--- src/hw/rtl/spq_pkg.sv ---
package spq_pkg;

  // job record as kept in a slot: priority on top, then the payload
  localparam int PRIO_W    = 4;
  localparam int PROD_W    = 8;
  localparam int PROC_W    = 22;
  localparam int CTIME_W   = 4;
  localparam int JOB_W     = 20;
  localparam int PAYLOAD_W = PROD_W + PROC_W + CTIME_W + JOB_W;
  localparam int REC_W     = PRIO_W + PAYLOAD_W;
  localparam int OCC_W     = 4;
  localparam int STATUS_W  = 2;

  // field positions inside a record
  localparam int JOB_LSB   = 0;
  localparam int CTIME_LSB = JOB_LSB + JOB_W;
  localparam int PROC_LSB  = CTIME_LSB + CTIME_W;
  localparam int PROD_LSB  = PROC_LSB + PROC_W;
  localparam int PRIO_LSB  = PROD_LSB + PROD_W;

  typedef enum logic {
    CMD_INSERT = 1'b0,
    CMD_POP    = 1'b1
  } cmd_t;

  typedef enum logic [STATUS_W-1:0] {
    ST_DONE  = 2'd0,
    ST_FULL  = 2'd1,
    ST_EMPTY = 2'd2
  } status_t;

  typedef enum logic [1:0] {
    S_IDLE,
    S_SCAN,
    S_LAST
  } state_t;

endpackage

--- src/hw/rtl/slot_priority_queue.sv ---
// slot_priority_queue: a set of SLOTS job slots used as a priority queue. The
// job records (priority and payload) live in one synchronous memory with a
// registered read; per-slot valid bits and the occupancy count sit in flops
// and are cleared by reset, so the queue is empty right after reset with no
// clearing pass. A transaction is taken when start is high and busy is low,
// and every transaction yields exactly one result, shown on the out_ ports for
// one cycle with out_strobe high; the receiver cannot stall, so a result must
// be taken in the cycle it appears. An insert writes the lowest-numbered free
// slot and its result appears the cycle after it is taken; busy stays low, so
// inserts run at one per cycle. A pop on an empty queue also answers the next
// cycle. A pop on a non-empty queue sweeps the record memory one slot per
// cycle through its single read port, keeping the best record seen (highest
// priority, lowest slot on a tie); its result is registered once the last
// swept entry is compared in the final state, and busy is high from the
// sweep through that final state. An insert on a full queue returns status
// 1 and a pop on an empty queue status 2; only a successful pop returns job
// fields, all other results carry zeros there. out_occupancy is the slot
// count after the transaction, held at 15 when that count exceeds 15.
module slot_priority_queue #(
  parameter int SLOTS = 8
) (
  input  logic                           clk,
  input  logic                           rst_n,

  input  logic                           start,
  output logic                           busy,
  input  logic                           in_command,
  input  logic [spq_pkg::PRIO_W-1:0]     in_job_priority,
  input  logic [spq_pkg::PROD_W-1:0]     in_producer_number,
  input  logic [spq_pkg::PROC_W-1:0]     in_process_id,
  input  logic [spq_pkg::CTIME_W-1:0]    in_compute_time,
  input  logic [spq_pkg::JOB_W-1:0]      in_job_number,

  output logic                           out_strobe,
  output logic [spq_pkg::STATUS_W-1:0]   out_status,
  output logic [spq_pkg::PRIO_W-1:0]     out_priority,
  output logic [spq_pkg::PROD_W-1:0]     out_producer,
  output logic [spq_pkg::PROC_W-1:0]     out_process,
  output logic [spq_pkg::CTIME_W-1:0]    out_compute_time,
  output logic [spq_pkg::JOB_W-1:0]      out_job_number,
  output logic [spq_pkg::OCC_W-1:0]      out_occupancy
);

  localparam int IW  = $clog2(SLOTS);      // slot index width
  localparam int CW  = $clog2(SLOTS + 1);  // count width, holds SLOTS itself
  localparam int CWX = (CW > spq_pkg::OCC_W) ? CW : spq_pkg::OCC_W;
  localparam int RW  = spq_pkg::REC_W;

  // record memory, one entry per slot
  logic [RW-1:0] mem [SLOTS];

  // control state
  spq_pkg::state_t state_r, state_nxt;
  logic [SLOTS-1:0] valid_r, valid_nxt;
  logic [CW-1:0]    count_r, count_nxt;
  logic [IW-1:0]    scan_idx_r, scan_idx_nxt;   // address issued to the memory
  logic             rd_pend_r, rd_pend_nxt;     // rd_data_r holds a swept entry
  logic [IW-1:0]    rd_idx_r, rd_idx_nxt;       // slot that rd_data_r came from
  logic             found_r, found_nxt;

  // sweep datapath
  logic [RW-1:0]    rd_data_r;
  logic [IW-1:0]    best_idx_r, best_idx_nxt;
  logic [RW-1:0]    best_rec_r, best_rec_nxt;

  // result registers
  logic                          out_strobe_r, out_strobe_nxt;
  logic [spq_pkg::STATUS_W-1:0]  status_r, status_nxt;
  logic [RW-1:0]                 out_rec_r, out_rec_nxt;
  logic [spq_pkg::OCC_W-1:0]     occ_r, occ_nxt;

  // memory write port
  logic             mem_we;
  logic [IW-1:0]    mem_waddr;
  logic [RW-1:0]    mem_wdata;

  // combinational helpers
  logic [IW-1:0]    free_idx;
  logic             full;
  logic             cand_hit;
  logic [IW-1:0]    best_idx_c;
  logic [RW-1:0]    best_rec_c;
  logic [CW-1:0]    count_inc;
  logic [CW-1:0]    count_dec;
  logic [CWX-1:0]   occ_inc_ext;
  logic [CWX-1:0]   occ_dec_ext;
  logic [CWX-1:0]   occ_cur_ext;
  logic [spq_pkg::OCC_W-1:0] occ_inc;
  logic [spq_pkg::OCC_W-1:0] occ_dec;
  logic [spq_pkg::OCC_W-1:0] occ_cur;
  logic [RW-1:0]    in_rec;

  // lowest-numbered free slot
  always_comb begin
    free_idx = '0;
    for (int i = SLOTS - 1; i >= 0; i--) begin
      if (!valid_r[i]) begin
        free_idx = IW'(i);
      end
    end
  end

  assign full      = (count_r == CW'(SLOTS));
  assign count_inc = count_r + CW'(1);
  assign count_dec = count_r - CW'(1);

  // occupancy saturates at the width of the result field
  assign occ_inc_ext = CWX'(count_inc);
  assign occ_dec_ext = CWX'(count_dec);
  assign occ_cur_ext = CWX'(count_r);
  assign occ_inc = (occ_inc_ext > CWX'(15)) ? spq_pkg::OCC_W'(15) : occ_inc_ext[3:0];
  assign occ_dec = (occ_dec_ext > CWX'(15)) ? spq_pkg::OCC_W'(15) : occ_dec_ext[3:0];
  assign occ_cur = (occ_cur_ext > CWX'(15)) ? spq_pkg::OCC_W'(15) : occ_cur_ext[3:0];

  assign in_rec = {in_job_priority, in_producer_number, in_process_id,
                   in_compute_time, in_job_number};

  // a swept entry wins only on a strictly higher priority, so ties keep the
  // lower slot since the sweep runs upward
  assign cand_hit = rd_pend_r && valid_r[rd_idx_r] &&
                    (!found_r ||
                     (rd_data_r[RW-1 -: spq_pkg::PRIO_W] >
                      best_rec_r[RW-1 -: spq_pkg::PRIO_W]));
  assign best_idx_c = cand_hit ? rd_idx_r  : best_idx_r;
  assign best_rec_c = cand_hit ? rd_data_r : best_rec_r;

  // next state and outputs
  always_comb begin
    state_nxt      = state_r;
    valid_nxt      = valid_r;
    count_nxt      = count_r;
    scan_idx_nxt   = scan_idx_r;
    rd_pend_nxt    = 1'b0;
    rd_idx_nxt     = rd_idx_r;
    found_nxt      = found_r;
    best_idx_nxt   = best_idx_r;
    best_rec_nxt   = best_rec_r;
    out_strobe_nxt = 1'b0;
    status_nxt     = status_r;
    out_rec_nxt    = out_rec_r;
    occ_nxt        = occ_r;
    mem_we         = 1'b0;
    mem_waddr      = free_idx;
    mem_wdata      = in_rec;

    case (state_r)
      spq_pkg::S_IDLE: begin
        if (start) begin
          out_rec_nxt = '0;
          if (in_command == spq_pkg::CMD_INSERT) begin
            out_strobe_nxt = 1'b1;
            if (full) begin
              status_nxt = spq_pkg::ST_FULL;
              occ_nxt    = occ_cur;
            end else begin
              mem_we              = 1'b1;
              valid_nxt[free_idx] = 1'b1;
              count_nxt           = count_inc;
              status_nxt          = spq_pkg::ST_DONE;
              occ_nxt             = occ_inc;
            end
          end else if (count_r == '0) begin
            out_strobe_nxt = 1'b1;
            status_nxt     = spq_pkg::ST_EMPTY;
            occ_nxt        = '0;
          end else begin
            // start the sweep at slot 0
            state_nxt    = spq_pkg::S_SCAN;
            scan_idx_nxt = '0;
            found_nxt    = 1'b0;
          end
        end
      end

      spq_pkg::S_SCAN: begin
        rd_pend_nxt  = 1'b1;
        rd_idx_nxt   = scan_idx_r;
        found_nxt    = found_r | cand_hit;
        best_idx_nxt = best_idx_c;
        best_rec_nxt = best_rec_c;
        if (scan_idx_r == IW'(SLOTS - 1)) begin
          state_nxt = spq_pkg::S_LAST;
        end else begin
          scan_idx_nxt = scan_idx_r + IW'(1);
        end
      end

      spq_pkg::S_LAST: begin
        // last swept entry is compared here and the winner retired
        valid_nxt[best_idx_c] = 1'b0;
        count_nxt             = count_dec;
        out_strobe_nxt        = 1'b1;
        status_nxt            = spq_pkg::ST_DONE;
        out_rec_nxt           = best_rec_c;
        occ_nxt               = occ_dec;
        found_nxt             = 1'b0;
        state_nxt             = spq_pkg::S_IDLE;
      end

      default: begin
        state_nxt = spq_pkg::S_IDLE;
      end
    endcase
  end

  // record memory: writes only in idle, the sweep only reads, so the two
  // never touch the same entry in one transaction
  always_ff @(posedge clk) begin
    if (mem_we) begin
      mem[mem_waddr] <= mem_wdata;
    end
    rd_data_r <= mem[scan_idx_r];
  end

  // control registers
  always_ff @(posedge clk) begin
    if (!rst_n) begin
      state_r      <= spq_pkg::S_IDLE;
      valid_r      <= '0;
      count_r      <= '0;
      scan_idx_r   <= '0;
      rd_pend_r    <= 1'b0;
      rd_idx_r     <= '0;
      found_r      <= 1'b0;
      out_strobe_r <= 1'b0;
    end else begin
      state_r      <= state_nxt;
      valid_r      <= valid_nxt;
      count_r      <= count_nxt;
      scan_idx_r   <= scan_idx_nxt;
      rd_pend_r    <= rd_pend_nxt;
      rd_idx_r     <= rd_idx_nxt;
      found_r      <= found_nxt;
      out_strobe_r <= out_strobe_nxt;
    end
  end

  // payload registers
  always_ff @(posedge clk) begin
    best_idx_r <= best_idx_nxt;
    best_rec_r <= best_rec_nxt;
    status_r   <= status_nxt;
    out_rec_r  <= out_rec_nxt;
    occ_r      <= occ_nxt;
  end

  assign busy             = (state_r != spq_pkg::S_IDLE);
  assign out_strobe       = out_strobe_r;
  assign out_status       = status_r;
  assign out_priority     = out_rec_r[spq_pkg::PRIO_LSB  +: spq_pkg::PRIO_W];
  assign out_producer     = out_rec_r[spq_pkg::PROD_LSB  +: spq_pkg::PROD_W];
  assign out_process      = out_rec_r[spq_pkg::PROC_LSB  +: spq_pkg::PROC_W];
  assign out_compute_time = out_rec_r[spq_pkg::CTIME_LSB +: spq_pkg::CTIME_W];
  assign out_job_number   = out_rec_r[spq_pkg::JOB_LSB   +: spq_pkg::JOB_W];
  assign out_occupancy    = occ_r;

endmodule
--- config.mk ---
export PLATFORM = sky130hd
export DESIGN_NAME = slot_priority_queue
export DESIGN_NICKNAME = d
export VERILOG_FILES = /design/src/hw/rtl/spq_pkg.sv /design/src/hw/rtl/slot_priority_queue.sv
export SDC_FILE = /design/constraint.sdc
export NUM_CORES = 1
export LEC_CHECK = 0
export ABC_AREA = 1
export BUFFER_PORTS_ARGS = -buffer_cell sky130_fd_sc_hd__buf_2
export CAP_MARGIN = 5
export CELL_PAD_IN_SITES_DETAIL_PLACEMENT = 1
export CELL_PAD_IN_SITES_GLOBAL_PLACEMENT = 2
export CORE_ASPECT_RATIO = 0.9
export CORE_MARGIN = 1.5
export CORE_UTILIZATION = 46
export CTS_CLUSTER_DIAMETER = 40
export CTS_CLUSTER_SIZE = 30
export DETAILED_ROUTE_END_ITERATION = 8
export GPL_ROUTABILITY_DRIVEN = 0
export PLACE_DENSITY_LB_ADDON = 0.1
export SLEW_MARGIN = 20
export SYNTH_ARGS = -nofsm -noshare
export SYNTH_HDL_FRONTEND = slang
export SYNTH_SLANG_ARGS = --single-unit
--- constraint.sdc ---
create_clock -name clk -period 6.6 [get_ports clk]
set_input_delay 0.33 -clock clk [delete_from_list [all_inputs] [get_ports clk]]
set_output_delay 0.33 -clock clk [all_outputs]
set_load 0.03 [all_outputs]
==> impl_results.md, run 1 <==
- GRT overflow: 0
- CP max stage delay: 700 ps
- Max-cap violations: 0
- Core ar.: 54600 um2
- WP data required: 7080 ps
- First-pass GRT wire length: 99.3 mm
- Layout area overhead: 20.1%
- Fillers: 5381
- Worst skew pair latency: 660 ps
- CTS Buf Count: 93
- Share of layout cells above drive strength 1: 15.9%
- Rows: 81
- Die height: 227 um
- Crit-path slowest cell: buf_4
- Routed WL: 64.0 mm
- Die Wd: 251 um
- CTS H-tree lvls: 3
- CP max FO: 61
- Drt drc: 0
- Clock Tree Root: clkbuf_16
- Total Power: 13.0 mW
- Via density per instance: 5.41
- Yosys reg bits: 670
- Min Tclk post-route: 3440 ps
- Worst setup SP type: flop
- RSZ-0062 raised after global routing: false
- Syn_nets: 2081
- Final period util: 52.2%
- Critical path capture point type: flop
- Fmax: 290 MHz
- Clk_skew: 38.2 ps
- CTS Buffer Depth: 3
- Final slew viol count: 0
- DR WL met3: 2.64 mm
- Static leakage: 10.9 nW
- WL/cell: 21.4 um
- Final nets: 2270
- Vias in the first global route: 17031
- Setup TNS Final: 0 ps
- Data arrival, critical path: 3930 ps
- Most frequent cells in the layout: 589 x edfxtp_1, 491 x nor2_1, 295 x o21ai_0
- Setup violators final: 0
- Slew @ Worst Pin: 1120 ps
- Hold Path Class: in2reg
- Initial antenna violation count: 4
- Worst path cell trace: inv_1, ha_1, nand2_1, nand2_1, nand2_1, nand2_1, nand2_1, nand2_1, nand3_4, inv_2, buf_4, o21ai_0, nor2_1
- Most common cell after layout, fill and taps aside: edfxtp_1
- Metal1 wirelength: 29.0 mm
- Crit path buffers/inverters: 3
- Delay-heaviest family, CP: simple AND/OR/NAND/NOR gates
- Die area: 57000 um2
- VDD IR-drop max: 290 uV
- Highest metal used: met5
- Initial Util: 46.8%
- Post-route ant nets: 0
- Gr usage total: 22.9%
- Slew headroom: 25.4%
- Sequential area share after synthesis: 75.5%
- Initial DRT Pass Iterations: 5
- Post-synthesis cell type count: 35
- Clock transition at path regs: 60 ps
- Register area: 19300 um2
- Final hold violation count: 0
- CTS sink cnt: 670
- CTS tree: built
- Crit path kind: reg2reg
- Vias post-DR: 16146
- Post-Syn Area: 25600 um2
- Gate Count Post-Synth: 2008
- IO Count: 128
- IO Port Bufs: 127
- PD cells: 424 nW/um2
- Largest net degree at the start of global routing: 105
- Area of the multi-input gates: 5450 um2
- HPWL after DPL: 32.6 mm
- DR iter-0 viols: 987
- Synth Warn #: 0
- Worst path most repeated cell: nand2_1
- Avg Inst Size Synth: 12.7 um2
- Met2 wire len: 30.9 mm
- Status: finished, final reports clean
==> what timing repair did <==
action,CTS,global route
buffers inserted,0,0
endpoints found under the setup margin,0,0
resized for setup,0,0
hold endpoints to repair,462,0
hold buffers,59,0
==> state kept, by name, summed over array words and instances, names as in the netlist <==
signal / flops
best_idx_r: 3
best_rec_r: 58
count_r: 4
found_r: 1
mem: 464
out_occupancy: 4
out_rec_r: 58
out_status: 2
out_strobe: 1
rd_data_r: 58
rd_idx_r: 3
rd_pend_r: 1
scan_idx_r: 3
state_r: 2
valid_r: 8
==> layer usage <==
metal,global-route usage (%),up-vias
li1,-,7528
met1,30.5,8187
met2,38.6,313
met3,4.40,112
met4,6.18,6
met5,0,-
==> Yosys cell counts, drive strengths merged <==
cell,n,area share (%)
nand4,1,0.024
o21ai,316,6.3
xor2,1,0.034
inv,107,1.6
o22ai,61,1.5
nor3,5,0.098
clkinv,1,0.020
or2,58,1.4
dfxtp,81,6.3
nand3,16,0.40
nand2,63,1.2
a21oi,22,0.43
ha,11,0.54
clkbuf,71,1.0
buf,39,0.84
a31oi,58,1.4
a211oi,2,0.059
edfxtp,589,69
nor2,504,7.5
o31ai,1,0.029
xnor2,1,0.034
==> where the power goes <==
part / switching, mW / internal, mW
clock network: 2.05 / 3.10
registers: 0.236 / 5.24
logic: 1.77 / 0.623
==> metrics by stage <==
| stage | util, % | instances | instance area, um2 | hold slack, ps | worst slack (ps) |
|---|---|---|---|---|---|
| floorplan | - | 2008 | 25600 | 429 | 2550 |
| global placement | 49.1 | 2748 | 26800 | 505 | 3250 |
| detailed placement | 49.1 | 2748 | 26800 | 513 | 3150 |
| CTS | 56.2 | 2982 | 30700 | 97.2 | 3050 |
| global route | 56.2 | 2983 | 30700 | 132 | 2850 |
| finish | 56.2 | 2983 | 30700 | 133 | 3160 |
==> path summary, 6_finish.rpt <==
path / startpoint / endpoint / slack (ps) / cells after the start
max: best_rec_r[55] / out_rec_r[38] / 3160 / 13
min: rst_n / valid_r[4] / 130 / 3
max reg2reg: best_rec_r[55] / out_rec_r[38] / 3160 / 13
min reg2reg: valid_r[0] / valid_r[0] / 520 / 2
==> worst register-to-register path: stages, from the launching register on <==
cell and delay, ps:
edfxtp_1 370, inv_1 50, ha_1 290, nand2_1 70
nand2_1 80, nand2_1 60, nand2_1 60, nand2_1 60
nand2_1 160, nand3_4 670, inv_2 190, buf_4 700
o21ai_0 330, nor2_1 210
==> cell type report <==
class / instances / area share, %
diodes: 1 / 0.00815
clock buffers: 102 / 7.79
clock inverters: 73 / 2.88
inverters: 108 / 1.35
multi-input cells: 1120 / 17.7
flip-flops and latches: 670 / 62.9
well taps: 705 / 2.87
repair buffers: 204 / 4.45
==> cell families (layout without fill, tap and decap cells) <==
group | Yosys count | after routing | share of synthesized area (%)
XOR/XNOR | 2 | 2 | 0.0685
flip-flops | 670 | 670 | 75.5
buffers and inverters | 218 | 487 | 3.48
AO/OA/AOI/OAI | 460 | 460 | 9.76
other | 0 | 1 | 0
adder cells (fa/ha/maj) | 11 | 11 | 0.538
AND/OR/NAND/NOR | 647 | 647 | 10.6
Note: power is estimated with default switching activity, not from simulation.
==> run 2: changes to the inputs <==
--- a/config.mk
+++ b/config.mk
@@ -12,7 +12,7 @@
 export CELL_PAD_IN_SITES_GLOBAL_PLACEMENT = 2
 export CORE_ASPECT_RATIO = 0.9
 export CORE_MARGIN = 1.5
-export CORE_UTILIZATION = 46
+export CORE_UTILIZATION = 39
 export CTS_CLUSTER_DIAMETER = 40
 export CTS_CLUSTER_SIZE = 30
 export DETAILED_ROUTE_END_ITERATION = 8
==> constraint.sdc (replaced) <==
create_clock -name clk -period 2.9 [get_ports clk]
set_input_delay 0.145 -clock clk [delete_from_list [all_inputs] [get_ports clk]]
set_output_delay 0.145 -clock clk [all_outputs]
set_load 0.03 [all_outputs]
==> run 2 against run 1 <==
  * Worst setup slack got worse by 2700 ps
  * Sequential power increased by 120%
  * Power increased by 130%
  * Fmax increased by 42%
  * Die area increased by 18%
  * Critical endpoint is now out_strobe
  * Design area increased by 3.2%
  * Largest power group is now clock
  * Non-clock buffer count increased by 34
  * Wire length increased by 3.5%
  * Highest routed layer unchanged
  * Clock-buffer cell count increased by 15
  * Global-route usage decreased by 2.8 points
  * Cell count increased by 6.8%
  * Clock skew decreased by 22 ps
==> impl_results.md, run 2 (synthesis gave the netlist of run 1 again) <==
- Status: finished, final reports clean (unchanged)
- RSZ-0062 raised after global routing: false (unchanged)
- Crit path buffers/inverters: 5 (was 3)
- Clk_skew: 16.3 ps (was 38.2 ps)
- Final slew viol count: 0 (unchanged)
- Core ar.: 64400 um2 (was 54600 um2)
- GRT overflow: 0 (unchanged)
- Slew @ Worst Pin: 734 ps (was 1120 ps)
- Initial antenna violation count: 4 (unchanged)
- VDD IR-drop max: 594 uV (was 290 uV)
- CTS tree: built (unchanged)
- Most common cell after layout, fill and taps aside: edfxtp_1 (unchanged)
- Hold Path Class: in2reg (unchanged)
- CP max FO: 34 (was 61)
- Clock Tree Root: clkbuf_16 (unchanged)
- Post-CTS Resized: 0 (unchanged)
- Worst path most repeated cell: inv_1 (was nand2_1)
- Initial Util: 39.7% (was 46.8%)
- Final period util: 83.9% (was 52.2%)
- PD cells: 965 nW/um2 (was 424 nW/um2)
- CTS sink cnt: 670 (unchanged)
- Post-route ant nets: 0 (unchanged)
- Fmax: 411 MHz (was 290 MHz)
- CTS Buf Count: 102 (was 93)
- Crit-path slowest cell: dlygate4sd3_1 (was buf_4)
- CTS Buffer Depth: 3 (unchanged)
- Final nets: 2313 (was 2270)
- Clock transition at path regs: 60 ps (about the same)
- Delay-heaviest family, CP: buffers and inverters (was simple AND/OR/NAND/NOR gates)
- Share of layout cells above drive strength 1: 17.4% (was 15.9%)
- Largest register FFs: 464 (unchanged)
- Non-Filler Instances: 3186 (was 2983)
- Die area: 67100 um2 (was 57000 um2)
- Slew headroom: 51.1% (was 25.4%)
- Metal1 wirelength: 31.3 mm (was 29.0 mm)
- Die height: 246 um (was 227 um)
- Final hold violation count: 0 (unchanged)
- Layout area overhead: 24.0% (was 20.1%)
- Crit path kind: reg2reg (unchanged)
- CTS H-tree lvls: 3 (unchanged)
- Gr usage total: 20.1% (was 22.9%)
- Rows: 88 (was 81)
- Min Tclk post-route: 2430 ps (was 3440 ps)
- CP max stage delay: 540 ps (was 700 ps)
- Routed WL: 66.2 mm (was 64.0 mm)
- WL/cell: 20.8 um (was 21.4 um)
- First-pass GRT wire length: 102 mm (was 99.3 mm)
- Met2 wire len: 31.3 mm (was 30.9 mm)
- DR iter-0 viols: 920 (was 987)
- Critical path capture point type: flop (unchanged)
- Hold_ws: 302 ps (was 133 ps)
- Worst setup SP type: flop (unchanged)
- Fillers: 6592 (was 5381)
- Biggest register: mem (unchanged)
- Setup violators final: 0 (unchanged)
- Most frequent cells in the layout: 589 x edfxtp_1, 491 x nor2_1, 295 x o21ai_0 (unchanged)
- Drt drc: 0 (unchanged)
- Worst path cell trace: inv_1, ha_1, inv_2, buf_4, o21ai_0, nand2_1, dlygate4sd3_1, inv_1 (was inv_1, ha_1, nand2_1, nand2_1, nand2_1, nand2_1, nand2_1, nand2_1, nand3_4, inv_2, buf_4, o21ai_0, nor2_1)
- Data arrival, critical path: 2960 ps (was 3930 ps)
- Die Wd: 273 um (was 251 um)
- Worst skew pair latency: 650 ps (was 660 ps)
- HPWL after DPL: 35.6 mm (was 32.6 mm)
- Largest net degree at the start of global routing: 84 (was 105)
- Total Power: 30.6 mW (was 13.0 mW)
- Max-cap violations: 0 (unchanged)
- Highest metal used: met5 (unchanged)
- Cells after DPL: 2929 (was 2748)
- Vias in the first global route: 16969 (was 17031)
- WP data required: 3430 ps (was 7080 ps)
- IO Port Bufs: 127 (unchanged)
- Via density per instance: 5.09 (was 5.41)
- Initial DRT Pass Iterations: 5 (unchanged)
- Vias post-DR: 16218 (was 16146)
- Static leakage: 11.3 nW (was 10.9 nW)
- IO Count: 128 (unchanged)
- DR WL met3: 1.94 mm (was 2.64 mm)
-- run 2: changes by cell type in the layout (fill, tap and decap cells not counted), moves of 3 or more --
| cell | before | now |
|---|---|---|
| dlygate4sd3_1 | 59 | 62 |
| clkbuf_1 | 6 | 11 |
| buf_12 | 0 | 21 |
| buf_4 | 17 | 28 |
| clkbuf_16 | 93 | 104 |
| clkinv_2 | 8 | 11 |
-- run 2: metrics by stage --
step | utilization, % | setup TNS [ps] | area, um2 | setup WS [ps]
2_1_floorplan | - | -70570 | 25600 | -208
3_3_place_gp | 42.7 | 0 | 27500 | 603
3_5_place_dp | 42.7 | 0 | 27500 | 541
4_1_cts | 49.2 | 0 | 31700 | 415
5_1_grt | 49.2 | 0 | 31700 | 260
6_report | 49.2 | 0 | 31700 | 468
-- run 2: routing by layer --
layer | track usage [%] | vias up
met4 | 5.93 | 6
met1 | 27.8 | 8228
met3 | 3.24 | 122
li1 | - | 7630
met2 | 32.6 | 232
met5 | 0 | -
-- run 2: power by group --
part / switching [mW] / internal, mW
combinational: 4.16 / 1.60
clock: 4.73 / 7.75
sequential: 0.433 / 11.9
-- run 2: what timing repair did --
action / CTS / global route
endpoints found under the hold margin: 485 / 0
buffers inserted: 0 / 0
hold buffers: 62 / 0
-- run 2: worst register-to-register path: cells and delay by family (launching register included) --
kind | cells | cell delay (ps)
flops | 1 | 370
simple gates | 1 | 80
fa+ha+maj | 1 | 390
buf+inv | 5 | 1310
compound gates | 1 | 180
-- run 2: cell type report --
cell class	count	area [um2]	area share [%]
clock inverter	76	880	2.78
tap	855	1070	3.38
clock buffer	117	2670	8.43
multi-input combinational	1120	5450	17.2
inverter	108	413	1.30
antenna	2	5.00	0.0158
timing repair buffer	238	1890	5.95
sequential	670	19300	61.0
-- run 2: final timing paths --
check	startpoint	endpoint	slack [ps]	cells after the start
worst max-delay path	state_r[0]	out_strobe	470	8
worst min-delay path	in_process_id[4]	mem[2][28]	300	2
worst max register to register	state_r[0]	out_strobe	470	8
worst min register to register	valid_r[0]	valid_r[0]	520	2
==> run 3: changes to the inputs <==
==> constraint.sdc (replaced) <==
create_clock -name clk -period 2.1 [get_ports clk]
set_input_delay 0.105 -clock clk [delete_from_list [all_inputs] [get_ports clk]]
set_output_delay 0.105 -clock clk [all_outputs]
set_load 0.03 [all_outputs]
==> run 3 against run 2 <==
  * The run now ends with setup timing left
  * Fmax rose by 12%
  * Cell count rose by 2.3%
  * Clock skew rose by 6.6 ps
  * Design area rose by 4.8%
  * Largest cell class unchanged
  * Largest power group is now registers
==> impl_results.md, run 3 (synthesis gave the netlist of run 1 again) <==
- Status: complete, but fails checks (was finished, final reports clean)
- Failing checks: setup timing
- Sw Share: 30.3% (was 30.5%)
- Grt met1 use: 27.1% (was 27.8%)
- Met3 usage: 3.72% (was 3.24%)
- Final slew viol count: 0 (unchanged)
- RSZ-0062 raised after global routing: true (was false)
- Die height: 246 um (unchanged)
- Clk network pwr share: 39.7% (was 40.8%)
- Via density per instance: 5.10 (was 5.09)
- Final period util: 104% (was 83.9%)
- Cell area after layout: 33200 um2 (was 31700 um2)
- Internal power: 29.9 mW (was 21.3 mW)
- Area of the multi-input gates: 5820 um2 (was 5450 um2)
- Clock Tree Root: clkbuf_16 (unchanged)
- Max-cap violations: 0 (unchanged)
- Critical path capture point type: flop (unchanged)
- Min Tclk post-route: 2180 ps (was 2430 ps)
- IO Count: 128 (unchanged)
- WP data required: 2470 ps (was 3430 ps)
- Setup violators final: 96 (was 0)
- Initial Util: 39.7% (unchanged)
- Setup ws final: -78.5 ps (was 468 ps)
- CP max FO: 6 (was 34)
- VDD IR-drop max: 842 uV (was 594 uV)
- Critical Path Source: best_rec_r[56] (was state_r[0])
- CTS tree: built (unchanged)
- Crit Reg-Reg Endpoint: out_rec_r[37] (was out_strobe)
- Initial DRT Pass Iterations: 5 (unchanged)
- Drt drc: 0 (unchanged)
- Slew @ Worst Pin: 536 ps (was 734 ps)
- Fmax: 459 MHz (was 411 MHz)
- Post-route ant nets: 0 (unchanged)
- Fillers: 6512 (was 6592)
- Clk_skew: 22.9 ps (was 16.3 ps)
- Met2 Use GR: 33.9% (was 32.6%)
- Worst setup path endpoint: out_rec_r[37] (was out_strobe)
- Data arrival, critical path: 2550 ps (was 2960 ps)
- HPWL after DPL: 38.4 mm (was 35.6 mm)
- DR iter-0 viols: 917 (was 920)
- Rows: 88 (unchanged)
- Slew headroom: 64.3% (was 51.1%)
- Vias in the first global route: 17262 (was 16969)
- Final hold violation count: 0 (unchanged)
- Largest register FFs: 464 (unchanged)
- Crit path kind: reg2reg (unchanged)
- Register area: 19300 um2 (about the same)
- Die area: 67100 um2 (unchanged)
- GRT overflow: 0 (unchanged)
- Most frequent cells in the layout: 589 x edfxtp_1, 486 x nor2_1, 253 x o21ai_0 (was 589 x edfxtp_1, 491 x nor2_1, 295 x o21ai_0)
- Share of layout cells above drive strength 1: 23.3% (was 17.4%)
- Worst reg-to-reg path cell count: 14 (was 8)
- Total Power: 42.9 mW (was 30.6 mW)
- Initial antenna violation count: 7 (was 4)
- Core ar.: 64400 um2 (unchanged)
- Cell Area, Placed: 28400 um2 (was 27500 um2)
- Most crowded layer after global routing: met2 (unchanged)
- Hold Path Class: in2reg (unchanged)
- Sw Pwr: 13.0 mW (was 9.32 mW)
- Clock transition at path regs: 50 ps (was 60 ps)
- R2r setup slk: -80 ps (was 470 ps)
- CTS sink cnt: 670 (unchanged)
- WL/cell: 21.1 um (was 20.8 um)
- Most common cell after layout, fill and taps aside: edfxtp_1 (unchanged)
- Critical hold path startpoint: in_job_number[13] (was in_process_id[4])
- IO Port Bufs: 127 (unchanged)
- Dpl ws: -140 ps (was 541 ps)
- CTS Buffer Depth: 3 (unchanged)
- Vias post-DR: 16625 (was 16218)
- Largest net degree at the start of global routing: 100 (was 84)
- Flop pwr share: 39.8% (was 40.4%)
- Gr usage total: 20.2% (was 20.1%)
- Final nets: 2389 (was 2313)
- Routed WL: 68.9 mm (was 66.2 mm)
- Combinational share of power: 20.5% (was 18.8%)
- Layout area overhead: 29.9% (was 24.0%)
- First-pass GRT wire length: 103 mm (was 102 mm)
- Static leakage: 11.9 nW (was 11.3 nW)
- CTS Buf Count: 100 (was 102)
- PD cells: 1290 nW/um2 (was 965 nW/um2)
- Worst skew pair latency: 650 ps (about the same)
- Setup TNS Final: -2930 ps (was 0 ps)
- Die Wd: 273 um (unchanged)
- Biggest register: mem (unchanged)
- RR Startpoint: best_rec_r[56] (was state_r[0])
- CTS H-tree lvls: 3 (unchanged)
- Worst setup SP type: flop (unchanged)
run 3: changes by cell type in the layout (fill, tap and decap cells not counted), sizes merged:
cell	change
buf	+72
dlygate4sd3	-1
clkinvlp	-1
nand3	+1
clkbuf	+1
inv	-1
bufinv	+2
run 3: worst max-delay path, cell delays in order, from the launching register on:
cell and delay, ps:
edfxtp_1 350, inv_1 80, ha_4 270, nand2_2 40
inv_2 50, nand2_1 50, nand2_1 70, nand2_2 70
nand2_4 90, nand3_4 120, buf_12 170, clkbuf_16 170
or2_0 210, o21ai_1 110, nor2_1 60
run 3: per-layer routing:
metal	wire length, um	part of all wire [%]
met1	31500	46
met2	33600	49
met3	2680	3.9
met4	1010	1.5
met5	24	0.035
run 3: area by class of cell:
cell class / count / share of cell area [%]
antenna: 2 / 0.0151
clock buffer: 112 / 7.89
clock inverter: 76 / 2.64
inverter: 108 / 1.30
multi-input combinational: 1121 / 17.5
sequential: 670 / 58.2
tap: 855 / 3.22
timing repair buffer: 315 / 9.21
run 3: how the worst min path moves through the flow:
stage	to	cells past startpoint
finish	mem[0][13]	2
global route	mem[4][21]	2
CTS	mem[4][8]	2
detailed placement	mem[3][15]	1
global placement	mem[1][15]	1
floorplan	mem[0][0]	0
run 3: power by group through the flow:
stage          sequential [mW]  clock (mW)  combinational [mW]
6_report                  17.1        17.1                8.79
5_1_grt                   17.2        17.9                9.67
4_1_cts                   17.1        17.4                8.59
3_5_place_dp              17.3           0                8.41
3_3_place_gp              17.3           0                8.24
2_1_floorplan             18.0           0                4.47
run 3: per-stage QoR:
| stage | std cells | util (%) | hold slack [ps] |
|---|---|---|---|
| after floorplan | 2008 | - | 204 |
| after global placement | 2982 | 44.1 | 366 |
| after detailed placement | 2982 | 44.1 | 373 |
| after CTS | 3231 | 50.5 | 222 |
| after global routing | 3259 | 51.6 | 258 |
| final | 3259 | 51.6 | 261 |
run 3: repair_timing:
action                                  CTS  global route
cloned                                    0             8
hold buffers                             61             0
buffers inserted                          0            18
pin swaps                                 0            14
endpoints found under the hold margin   490             0
endpoints found under the setup margin  119           450
gates resized for setup                  41           111
